<file path="src/sv/vtf_pkg.sv">
// Shared types, codes and constant functions for the volume transfer function block.
// Used by every module of the block; depends on nothing.
package vtf_pkg;

  localparam int NUM_FUNCS_DEF   = 8;
  localparam int NUM_VALUES_DEF  = 5;
  localparam int EXP_DEPTH_DEF   = 256;

  localparam int VALUE_W       = 32;
  localparam int COLOR_W       = 48;
  localparam int CHAN_W        = 16;
  localparam int KIND_W        = 2;
  localparam int VSEL_W        = 3;
  localparam int SLOT_W        = 3;
  localparam int ACT_W         = 4;
  localparam int EXP_W         = 17;
  localparam int SAMPLE_FIELDS = 5;
  localparam int LANE_STAGES   = 7;
  localparam int CONTRIB_W     = 42;
  localparam int SUM_W         = 48;

  localparam logic ITEM_LOAD   = 1'b0;
  localparam logic ITEM_SAMPLE = 1'b1;

  localparam logic [KIND_W-1:0] FT_DISABLED = 2'd0;
  localparam logic [KIND_W-1:0] FT_CONST    = 2'd1;
  localparam logic [KIND_W-1:0] FT_TOPHAT   = 2'd2;
  localparam logic [KIND_W-1:0] FT_GAUSS    = 2'd3;

  localparam logic [VSEL_W-1:0] VS_DENSITY = 3'd0;
  localparam logic [VSEL_W-1:0] VS_THERMAL = 3'd1;
  localparam logic [VSEL_W-1:0] VS_VEL_X   = 3'd2;
  localparam logic [VSEL_W-1:0] VS_VEL_Y   = 3'd3;
  localparam logic [VSEL_W-1:0] VS_VEL_Z   = 3'd4;

  localparam logic [63:0] Q30_ONE = 64'd1 << 30;

  typedef struct packed {
    logic [KIND_W-1:0]         kind;
    logic [VSEL_W-1:0]         vidx;
    logic signed [VALUE_W-1:0] low;
    logic signed [VALUE_W-1:0] high;
    logic signed [VALUE_W-1:0] mean;
    logic [VALUE_W-1:0]        scale;
    logic [COLOR_W-1:0]        color;
  } entry_t;

  typedef logic signed [CONTRIB_W-1:0] contrib_t;

  function automatic logic signed [VALUE_W-1:0] sat32(input logic signed [SUM_W-1:0] x);
    logic signed [SUM_W-1:0] hi_lim;
    logic signed [SUM_W-1:0] lo_lim;
    hi_lim = SUM_W'(64'sh7FFF_FFFF);
    lo_lim = -SUM_W'(64'sh8000_0000);
    if (x > hi_lim) begin
      return 32'sh7FFF_FFFF;
    end else if (x < lo_lim) begin
      return 32'sh8000_0000;
    end
    return x[VALUE_W-1:0];
  endfunction

  // Series for exp(-f) in Q2.30, f in Q2.30, terms up to f^24.
  function automatic logic [63:0] exp_neg_q30(input logic [63:0] f);
    logic [63:0] term;
    logic [63:0] pos;
    logic [63:0] neg;
    term = Q30_ONE;
    pos  = Q30_ONE;
    neg  = '0;
    for (int i = 1; i <= 24; i++) begin
      term = ((term * f) >> 30) / 64'(i);
      if ((i % 2) == 1) begin
        neg = neg + term;
      end else begin
        pos = pos + term;
      end
    end
    return pos - neg;
  endfunction

  function automatic logic [63:0] exp_pow_e1(input logic [63:0] v, input logic [63:0] n);
    logic [63:0] e1;
    logic [63:0] acc;
    e1  = exp_neg_q30(Q30_ONE);
    acc = v;
    for (int j = 0; j < 8; j++) begin
      if (64'(j) < n) begin
        acc = (acc * e1) >> 30;
      end
    end
    return acc;
  endfunction

endpackage

</file>
<file path="src/sv/vtf_load.sv">
// Slot table and load sequencer: squares sigma, runs a radix-2 divider for 1/(2 sigma^2)
// and writes a slot once the sample pipeline is empty. Depends on vtf_pkg.
module vtf_load import vtf_pkg::*; #(
  parameter int NUM_FUNCS  = NUM_FUNCS_DEF,
  parameter int NUM_VALUES = NUM_VALUES_DEF
) (
  input  logic                      clk,
  input  logic                      rst_n,
  input  logic                      ld_start,
  input  logic [SLOT_W-1:0]         ld_slot,
  input  logic [KIND_W-1:0]         ld_type,
  input  logic [VSEL_W-1:0]         ld_vsel,
  input  logic signed [VALUE_W-1:0] ld_a,
  input  logic signed [VALUE_W-1:0] ld_b,
  input  logic [COLOR_W-1:0]        ld_color,
  input  logic                      pipe_empty,
  output logic                      ld_idle,
  output entry_t                    ent [NUM_FUNCS]
);

  localparam logic [2:0] LD_IDLE = 3'd0;
  localparam logic [2:0] LD_SQR  = 3'd1;
  localparam logic [2:0] LD_NUMR = 3'd2;
  localparam logic [2:0] LD_DIV  = 3'd3;
  localparam logic [2:0] LD_WAIT = 3'd4;

  localparam int QUO_W = 48;
  localparam int DEN_W = 63;
  localparam int SH_W  = DEN_W + QUO_W - 1;

  logic [2:0]                st_r, st_nxt;
  logic [SLOT_W-1:0]         slot_r;
  logic [KIND_W-1:0]         type_r;
  logic [VSEL_W-1:0]         vsel_r;
  logic signed [VALUE_W-1:0] a_r;
  logic signed [VALUE_W-1:0] b_r;
  logic [COLOR_W-1:0]        color_r;
  logic [VALUE_W-1:0]        mag_r;
  logic [DEN_W-1:0]          den_r;
  logic [DEN_W-1:0]          rem_r;
  logic [SH_W-1:0]           den_sh_r;
  logic [QUO_W-1:0]          quo_r;
  logic [5:0]                cnt_r;
  logic                      fits;
  logic                      commit;
  entry_t                    wr;

  logic [KIND_W-1:0]         kind_r  [NUM_FUNCS];
  logic [VSEL_W-1:0]         vidx_r  [NUM_FUNCS];
  logic signed [VALUE_W-1:0] low_r   [NUM_FUNCS];
  logic signed [VALUE_W-1:0] high_r  [NUM_FUNCS];
  logic signed [VALUE_W-1:0] mean_r  [NUM_FUNCS];
  logic [VALUE_W-1:0]        scale_r [NUM_FUNCS];
  logic [COLOR_W-1:0]        col_r   [NUM_FUNCS];

  assign fits    = {{(SH_W-DEN_W){1'b0}}, rem_r} >= den_sh_r;
  assign commit  = (st_r == LD_WAIT) && pipe_empty;
  assign ld_idle = (st_r == LD_IDLE);

  always_comb begin
    st_nxt = st_r;
    unique case (st_r)
      LD_IDLE: begin
        if (ld_start) begin
          st_nxt = (ld_type == FT_GAUSS) ? LD_SQR : LD_WAIT;
        end
      end
      LD_SQR:  st_nxt = LD_NUMR;
      LD_NUMR: st_nxt = LD_DIV;
      LD_DIV: begin
        if (cnt_r == 6'd0) begin
          st_nxt = LD_WAIT;
        end
      end
      LD_WAIT: begin
        if (pipe_empty) begin
          st_nxt = LD_IDLE;
        end
      end
      default: st_nxt = LD_IDLE;
    endcase
  end

  always_ff @(posedge clk) begin
    if (!rst_n) begin
      st_r <= LD_IDLE;
    end else begin
      st_r <= st_nxt;
    end
  end

  always_ff @(posedge clk) begin
    if (ld_idle && ld_start) begin
      slot_r  <= ld_slot;
      type_r  <= ld_type;
      vsel_r  <= ld_vsel;
      a_r     <= ld_a;
      b_r     <= ld_b;
      color_r <= ld_color;
      mag_r   <= ld_b[VALUE_W-1] ? VALUE_W'(-ld_b) : VALUE_W'(ld_b);
    end
    if (st_r == LD_SQR) begin
      den_r <= DEN_W'({32'd0, mag_r} * {32'd0, mag_r});
    end
    if (st_r == LD_NUMR) begin
      rem_r    <= (DEN_W'(1) << 47) + (den_r >> 1);
      den_sh_r <= {den_r, {(QUO_W-1){1'b0}}};
      quo_r    <= '0;
      cnt_r    <= 6'(QUO_W - 1);
    end
    if (st_r == LD_DIV) begin
      if (fits) begin
        rem_r <= rem_r - den_sh_r[DEN_W-1:0];
      end
      quo_r    <= {quo_r[QUO_W-2:0], fits};
      den_sh_r <= den_sh_r >> 1;
      cnt_r    <= cnt_r - 6'd1;
    end
  end

  always_comb begin
    logic signed [SUM_W-1:0] a_x;
    logic signed [SUM_W-1:0] b4;
    a_x      = SUM_W'(a_r);
    b4       = SUM_W'(b_r) <<< 2;
    wr.kind  = (32'(vsel_r) < NUM_VALUES) ? type_r : FT_DISABLED;
    wr.vidx  = vsel_r;
    wr.mean  = a_r;
    wr.color = color_r;
    wr.scale = '0;
    unique case (wr.kind)
      FT_CONST: begin
        wr.low  = '0;
        wr.high = 32'sh7FFF_FFFF;
      end
      FT_TOPHAT: begin
        wr.low  = a_r;
        wr.high = b_r;
      end
      FT_GAUSS: begin
        wr.low  = sat32(a_x - b4);
        wr.high = sat32(a_x + b4);
        if (den_r == '0 || (|quo_r[QUO_W-1:VALUE_W])) begin
          wr.scale = '1;
        end else begin
          wr.scale = quo_r[VALUE_W-1:0];
        end
      end
      default: begin
        wr.low  = '0;
        wr.high = '0;
      end
    endcase
  end

  for (genvar i = 0; i < NUM_FUNCS; i++) begin : g_slot
    always_ff @(posedge clk) begin
      if (!rst_n) begin
        kind_r[i] <= FT_DISABLED;
        vidx_r[i] <= '0;
      end else if (commit && (32'(slot_r) == i)) begin
        kind_r[i] <= wr.kind;
        vidx_r[i] <= wr.vidx;
      end
    end

    always_ff @(posedge clk) begin
      if (commit && (32'(slot_r) == i)) begin
        low_r[i]   <= wr.low;
        high_r[i]  <= wr.high;
        mean_r[i]  <= wr.mean;
        scale_r[i] <= wr.scale;
        col_r[i]   <= wr.color;
      end
    end

    always_comb begin
      ent[i].kind  = kind_r[i];
      ent[i].vidx  = vidx_r[i];
      ent[i].low   = low_r[i];
      ent[i].high  = high_r[i];
      ent[i].mean  = mean_r[i];
      ent[i].scale = scale_r[i];
      ent[i].color = col_r[i];
    end
  end

endmodule

</file>
<file path="config.mk">
export PLATFORM = sky130hd
export DESIGN_NAME = vtf_load
export DESIGN_NICKNAME = d
export VERILOG_FILES = /design/src/sv/vtf_pkg.sv /design/src/sv/vtf_load.sv
export SDC_FILE = /design/constraint.sdc
export NUM_CORES = 2
export LEC_CHECK = 0
export CAP_MARGIN = 40
export CORE_AREA = 2 2 618 620
export DETAILED_ROUTE_END_ITERATION = 10
export DIE_AREA = 0 0 620 622
export DONT_BUFFER_PORTS = 1
export GPL_TIMING_DRIVEN = 1
export SLEW_MARGIN = 10
export SYNTH_ARGS = -nofsm -noshare
export SYNTH_HDL_FRONTEND = slang
export SYNTH_SLANG_ARGS = --single-unit
</file>
<file path="constraint.sdc">
create_clock -name clk -period 29.3 [get_ports clk]
set_clock_uncertainty 0.1 [all_clocks]
set_input_delay 2.93 -clock clk [delete_from_list [all_inputs] [get_ports clk]]
set_output_delay 2.93 -clock clk [all_outputs]
set_load 0.005 [all_outputs]
</file>
* Yosys cells after proc, flatten, opt, wreduce, memory -nomap -nowiden
Memories as Yosys holds them, arrays and structs flattened.
Cells that the tools add are included.
** Operators by class
- Add/subtract/negate cells :: 6
- $mul :: 1
- Reductions and logical operators :: 53
- Magnitude comparators :: 6
- Equality and inequality tests :: 18
- Mux-type cells :: 185
- Bitwise logic cells :: 16
** Operators with widths (number)
- 2-to-1 mux 32 bit :: 36
- OR reduction 32 bit :: 28
- 2-to-1 mux 48 bit :: 9
- OR reduction 48 bit :: 7
- 2-to-1 mux 109 bit :: 2
- case mux 64 bit (3 select lines) :: 1
- 2-to-1 mux 63 bit :: 3
- 2-to-1 mux 3 bit :: 47
- greater-or-equal comparator 63 x 110 -> 1 bit :: 1
- 2-to-1 mux 1 bit :: 74
- greater-than comparator 35 x 32 -> 1 bit, second input constant :: 2
- less-than comparator 35 x 32 -> 1 bit, second input constant :: 2
- adder 48 x 62 -> 63 bit, first input constant :: 1
- zero test 63 bit :: 1
- multiplier 32 x 32 -> 63 bit :: 1
- subtractor 63 bit :: 1
- adder 32 x 34 -> 35 bit :: 1
- subtractor 32 x 34 -> 35 bit :: 1
- negator 32 bit :: 1
- 2-to-1 mux 31 bit :: 1
- 2-to-1 mux 2 bit :: 9
- OR 1 bit :: 16
- OR reduction 16 bit :: 1
- equality test 3 bit, second input constant :: 5
- other kinds (15) :: 34
** Storage, ports and cells
- Register bits after elaboration :: 445
- Memories :: 7
- Output and inout bits :: 1449
- Input bits :: 124
- RAM bits :: 1448
- Word-level logic and storage cells :: 307
** Memory list
- col_r :: depth 8, width 48, rd ports 8, clocked after memory_dff 0, wr ports 1, line vtf_load.sv:54 : logic [COLOR_W-1:0] col_r [NUM_FUNCS];
- high_r :: depth 8, width 32, rd ports 8, clocked after memory_dff 0, wr ports 1, line vtf_load.sv:51 : logic signed [VALUE_W-1:0] high_r [NUM_FUNCS];
- low_r :: depth 8, width 32, rd ports 8, clocked after memory_dff 0, wr ports 1, line vtf_load.sv:50 : logic signed [VALUE_W-1:0] low_r [NUM_FUNCS];
- mean_r :: depth 8, width 32, rd ports 8, clocked after memory_dff 0, wr ports 1, line vtf_load.sv:52 : logic signed [VALUE_W-1:0] mean_r [NUM_FUNCS];
- scale_r :: depth 8, width 32, rd ports 8, clocked after memory_dff 0, wr ports 1, line vtf_load.sv:53 : logic [VALUE_W-1:0] scale_r [NUM_FUNCS];
- vidx_r :: depth 8, width 3, rd ports 8, clocked after memory_dff 0, wr ports 8, line vtf_load.sv:49 : logic [VSEL_W-1:0] vidx_r [NUM_FUNCS];
- +1 memories

* Depth between registers and ports, before layout
- Depth after elaboration :: 14
- Mapped depth :: 31
- Depth with buffers taken out :: 30

* Least setup slack after synthesis
OpenSTA, ideal clock, no wires.
- Path kind :: in2reg
- From :: input pipe_empty
- To :: memory kind_r[0][0] (data pin)
- Setup time :: 0.205 ns
- Required time :: 28.995 ns
- Setup slack :: 11.729 ns
- Arrival time :: 17.265 ns
- Buffers on the path :: 1
- Stages :: 6
- Cell sequence :: nand2_1 > or4_1 > clkbuf_1 > nor3_1 > nand2_1 > nor2_1
** RTL lines
- start, declared :: line vtf_load.sv:16 : input logic pipe_empty,
- end, declared :: line vtf_load.sv:48 : logic [KIND_W-1:0] kind_r [NUM_FUNCS];

* Final worst setup path
- From :: register mag_r[16]
- To :: register den_r[61] (data pin)
** On the way
- Cells in the longest elaborated chain, start to end :: 1
** RTL lines
- start, declared :: line vtf_load.sv:38 : logic [VALUE_W-1:0] mag_r;
- start signal, assigned :: line vtf_load.sv:100 : mag_r <= ld_b[VALUE_W-1] ? VALUE_W'(-ld_b) : VALUE_W'(ld_b);
- multiplier 32 x 32 -> 63 bit :: line vtf_load.sv:103 : den_r <= DEN_W'({32'd0, mag_r} * {32'd0, mag_r});
- end signal, assigned :: line vtf_load.sv:103
- end, declared :: line vtf_load.sv:39 : logic [DEN_W-1:0] den_r;
Every way passes these cells.
A chain may end at the register's enable or synchronous reset.

==> impl_metrics.yaml <==
outcome:
  status: "finished clean"
floorplan:
  die_h_um: 622
  dieArea_um2: 386000
  core_um2: 378000
  initial_core_util_pct: 26.1
  io_pins: 1573
  die_x_um: 620
  rows: 226
finish:
  fin_nets: 8831
  drive_gt1_share_pct: 8.06
  multiInputGateArea_um2: 37300
  design_area_um2: 113000
  fill_cells: 37652
  register_area_um2: 56100
  syn_to_final_growth_pct: 14.7
synth:
  synthTopCellsByCount: "1824 x edfxtp_1, 1185 x inv_1, 807 x fa_1"
  synth_flop_cell: "edfxtp_1"
  yosys-top-cells-area: "edfxtp_1 56%, fa_1 16%, ha_1 5.4%, inv_1 4.5%, nand2_1 2.4%"
  synth_most_common_cell: "edfxtp_1"
  ys_seq_area_share_pct: 56.9
  synth.top_cell.area_share_pct: 55.5
  synth_area_per_cell_um2: 13.5
  synth_top_area_cell: "edfxtp_1"
  syn-cell-area_um2: 98600
  synth-edff-count: 1824
  synth-seq-cells: 1891
  synth_cells: 7284
  yosysUniqueCellTypes: 94
  yosys_warnings: 0
  async_flop_share_pct: 0
sta:
  tightest_slew_ns: 1.13
  fin_crit_sh_pct: 33.0
  maxSlewViolCount: 0
  rsz0062_at_grt: "false"
  finalHoldViolCount: 0
  setup_tns_ns: 0
  hold_slack_ns: 0.345
  fmax_ghz: 0.103
  finalSetupViolCount: 0
  maxSlewHeadroom_pct: 24.5
  final.min_clock_period_ns: 9.68
place:
  gp_congestion: 0.934
  port_buffers: 0
  placed_area_um2: 107000
  dp_hpwl_um: 295000
setup_path:
  reg2reg_to: "den_r[61]$_DFFE_PP_"
  cp.required_ns: 29.84
  crit_type: "flop to flop"
  critPathLaunch: "mag_r[16]$_DFFE_PP_"
  timing.rr.start: "mag_r[16]$_DFFE_PP_"
  reg2reg_slack_ns: 19.62
  crit_path_start_kind: "flop"
  critPathArrivalTime_ns: 10.22
  r2r_cells: 27
  cp-end-kind: "flop"
  critPathCapture: "den_r[61]$_DFFE_PP_"
  path_max_fanout: 26
routing:
  viasPerCell: 4.80
  wl_um: 383000
  routedWlPerCell_um: 30.2
  vias: 60884
  drt-initial-drc-count: 7521
  dr.pass1.iters: 6
  detail-route-antenna-nets: 0
  remaining_drc_errors: 0
grt:
  use_met3_pct: 5.95
  antenna_found_initial: 82
  use_met1_pct: 24.8
  gr-max-usage-layer: "met2"
  grt_usage_pct: 19.3
  grt-ovfl-total: 0
  grt_max_degree: 213
  met2_usage_pct: 30.1
  grt_pass1_vias: 60721
  grt_pass1_wl_um: 513000
cts:
  cts.path.max_buffers: 4
  ctsResizeCount: 0
  cts_tree: "done"
  cts_hold_buf: 0
  clkTransAtPathRegs_ns: 0.06
  htreeDepth: 4
  clock-sinks: 1891
  numCtsBuffers: 196
  worstSkewPairLatency_ns: 0.92
  cts_setup_buffers: 0
  cts-root-buf: "clkbuf_16"
worst_hold_path:
  hold_class: "flop to flop"
run:
  maxCapViolations: 0
[sequential cells by signal, summed over array words and instances (netlist names), 16 cells and up]
name,count
a_r,32
den_sh_r,110
col_r,384
rem_r,63
mag_r,31
kind_r,16
high_r,256
mean_r,256
color_r,48
quo_r,48
b_r,32
den_r,62
vidx_r,24
low_r,256
scale_r,256
[area by class of cell]
class,count,share of cell area [%]
clock inverters,111,0.949
repair buffers,232,2.29
diodes,44,0.0974
inverters,1194,3.97
flip-flops and latches,1891,49.6
multi-input cells,3963,33.0
well taps,5016,5.55
clock buffers,239,4.56
[critical path: stages, from the launching register on]
cell and delay [ns]:
edfxtp_1 0.32, buf_4 0.40, clkinv_1 0.54, nor2_1 0.41
fa_1 0.51, fa_1 0.49, fa_1 0.52, inv_1 0.06
fa_1 0.54, inv_1 0.07, fa_1 0.53, fa_1 0.44
fa_1 0.55, inv_1 0.06, fa_1 0.54, inv_1 0.05
ha_1 0.37, and2_1 0.25, and3_1 0.24, nand2_1 0.07
a2111oi_1 0.85, o21ai_2 0.17, o22ai_1 0.34, o211a_1 0.31
o41ai_2 0.13, o21ai_1 0.26, a311oi_2 0.15, xnor2_1 0.14
[cells in the final DEF, fill, tap and decap left out, drive strengths merged, types with 20 or more instances in the layout]
master,count
a21o,85
a21oi,253
a221o,35
a22o,30
a31oi,45
and2,253
and3,72
buf,229
clkbuf,242
clkinv,78
dfxtp,67
diode,44
edfxtp,1824
fa,807
ha,422
inv,1205
mux2i,20
nand2,622
nand2b,33
nand3,65
nand4,30
nor2,376
nor2b,31
nor3,38
nor4,45
o21a,20
o21ai,154
o21bai,36
o31ai,22
or3,20
xnor2,181
xor2,71
[layer usage]
metal	wire, µm	part of all wire, %
met5	100	0.026
met4	17200	4.5
met1	147000	38
met3	45800	12
met2	173000	45
[through the flow]
step	cells	utilization [%]	setup slack, ns
after global placement	12230	27.9	19.98
after CTS	12637	29.8	19.84
after detailed placement	12287	28.2	19.87
final	12690	29.9	19.62
after floorplan	7285	-	11.73
after global routing	12649	29.9	19.36
[cell families after synthesis]
kind of cell             synth area share, %
other                                0.00380
AND/OR/NAND/NOR                         7.80
multiplexers                           0.214
flip-flops                              56.9
XOR/XNOR                                2.24
adder cells (fa/ha/maj)                 21.7
AO/OA/AOI/OAI                           5.59
buffers and inverters                   5.52
[worst min path at each step]
stage | end | depth (start not counted) | slack, ns | from
2_1_floorplan | rem_r[0]$_DFF_P_ | 2 | 0.34 | rem_r[0]$_DFF_P_
3_3_place_gp | col_r[0][133]$_DFFE_PP_ | 0 | 0.34 | color_r[37]$_DFFE_PP_
3_5_place_dp | col_r[0][122]$_DFFE_PP_ | 0 | 0.34 | color_r[26]$_DFFE_PP_
4_1_cts | col_r[0][112]$_DFFE_PP_ | 0 | 0.35 | color_r[16]$_DFFE_PP_
5_1_grt | col_r[0][112]$_DFFE_PP_ | 0 | 0.36 | color_r[16]$_DFFE_PP_
6_report | col_r[0][112]$_DFFE_PP_ | 0 | 0.35 | color_r[16]$_DFFE_PP_
Power is not shown: default switching activity piles up to over one toggle a cycle in this logic, so the estimate is an artifact.
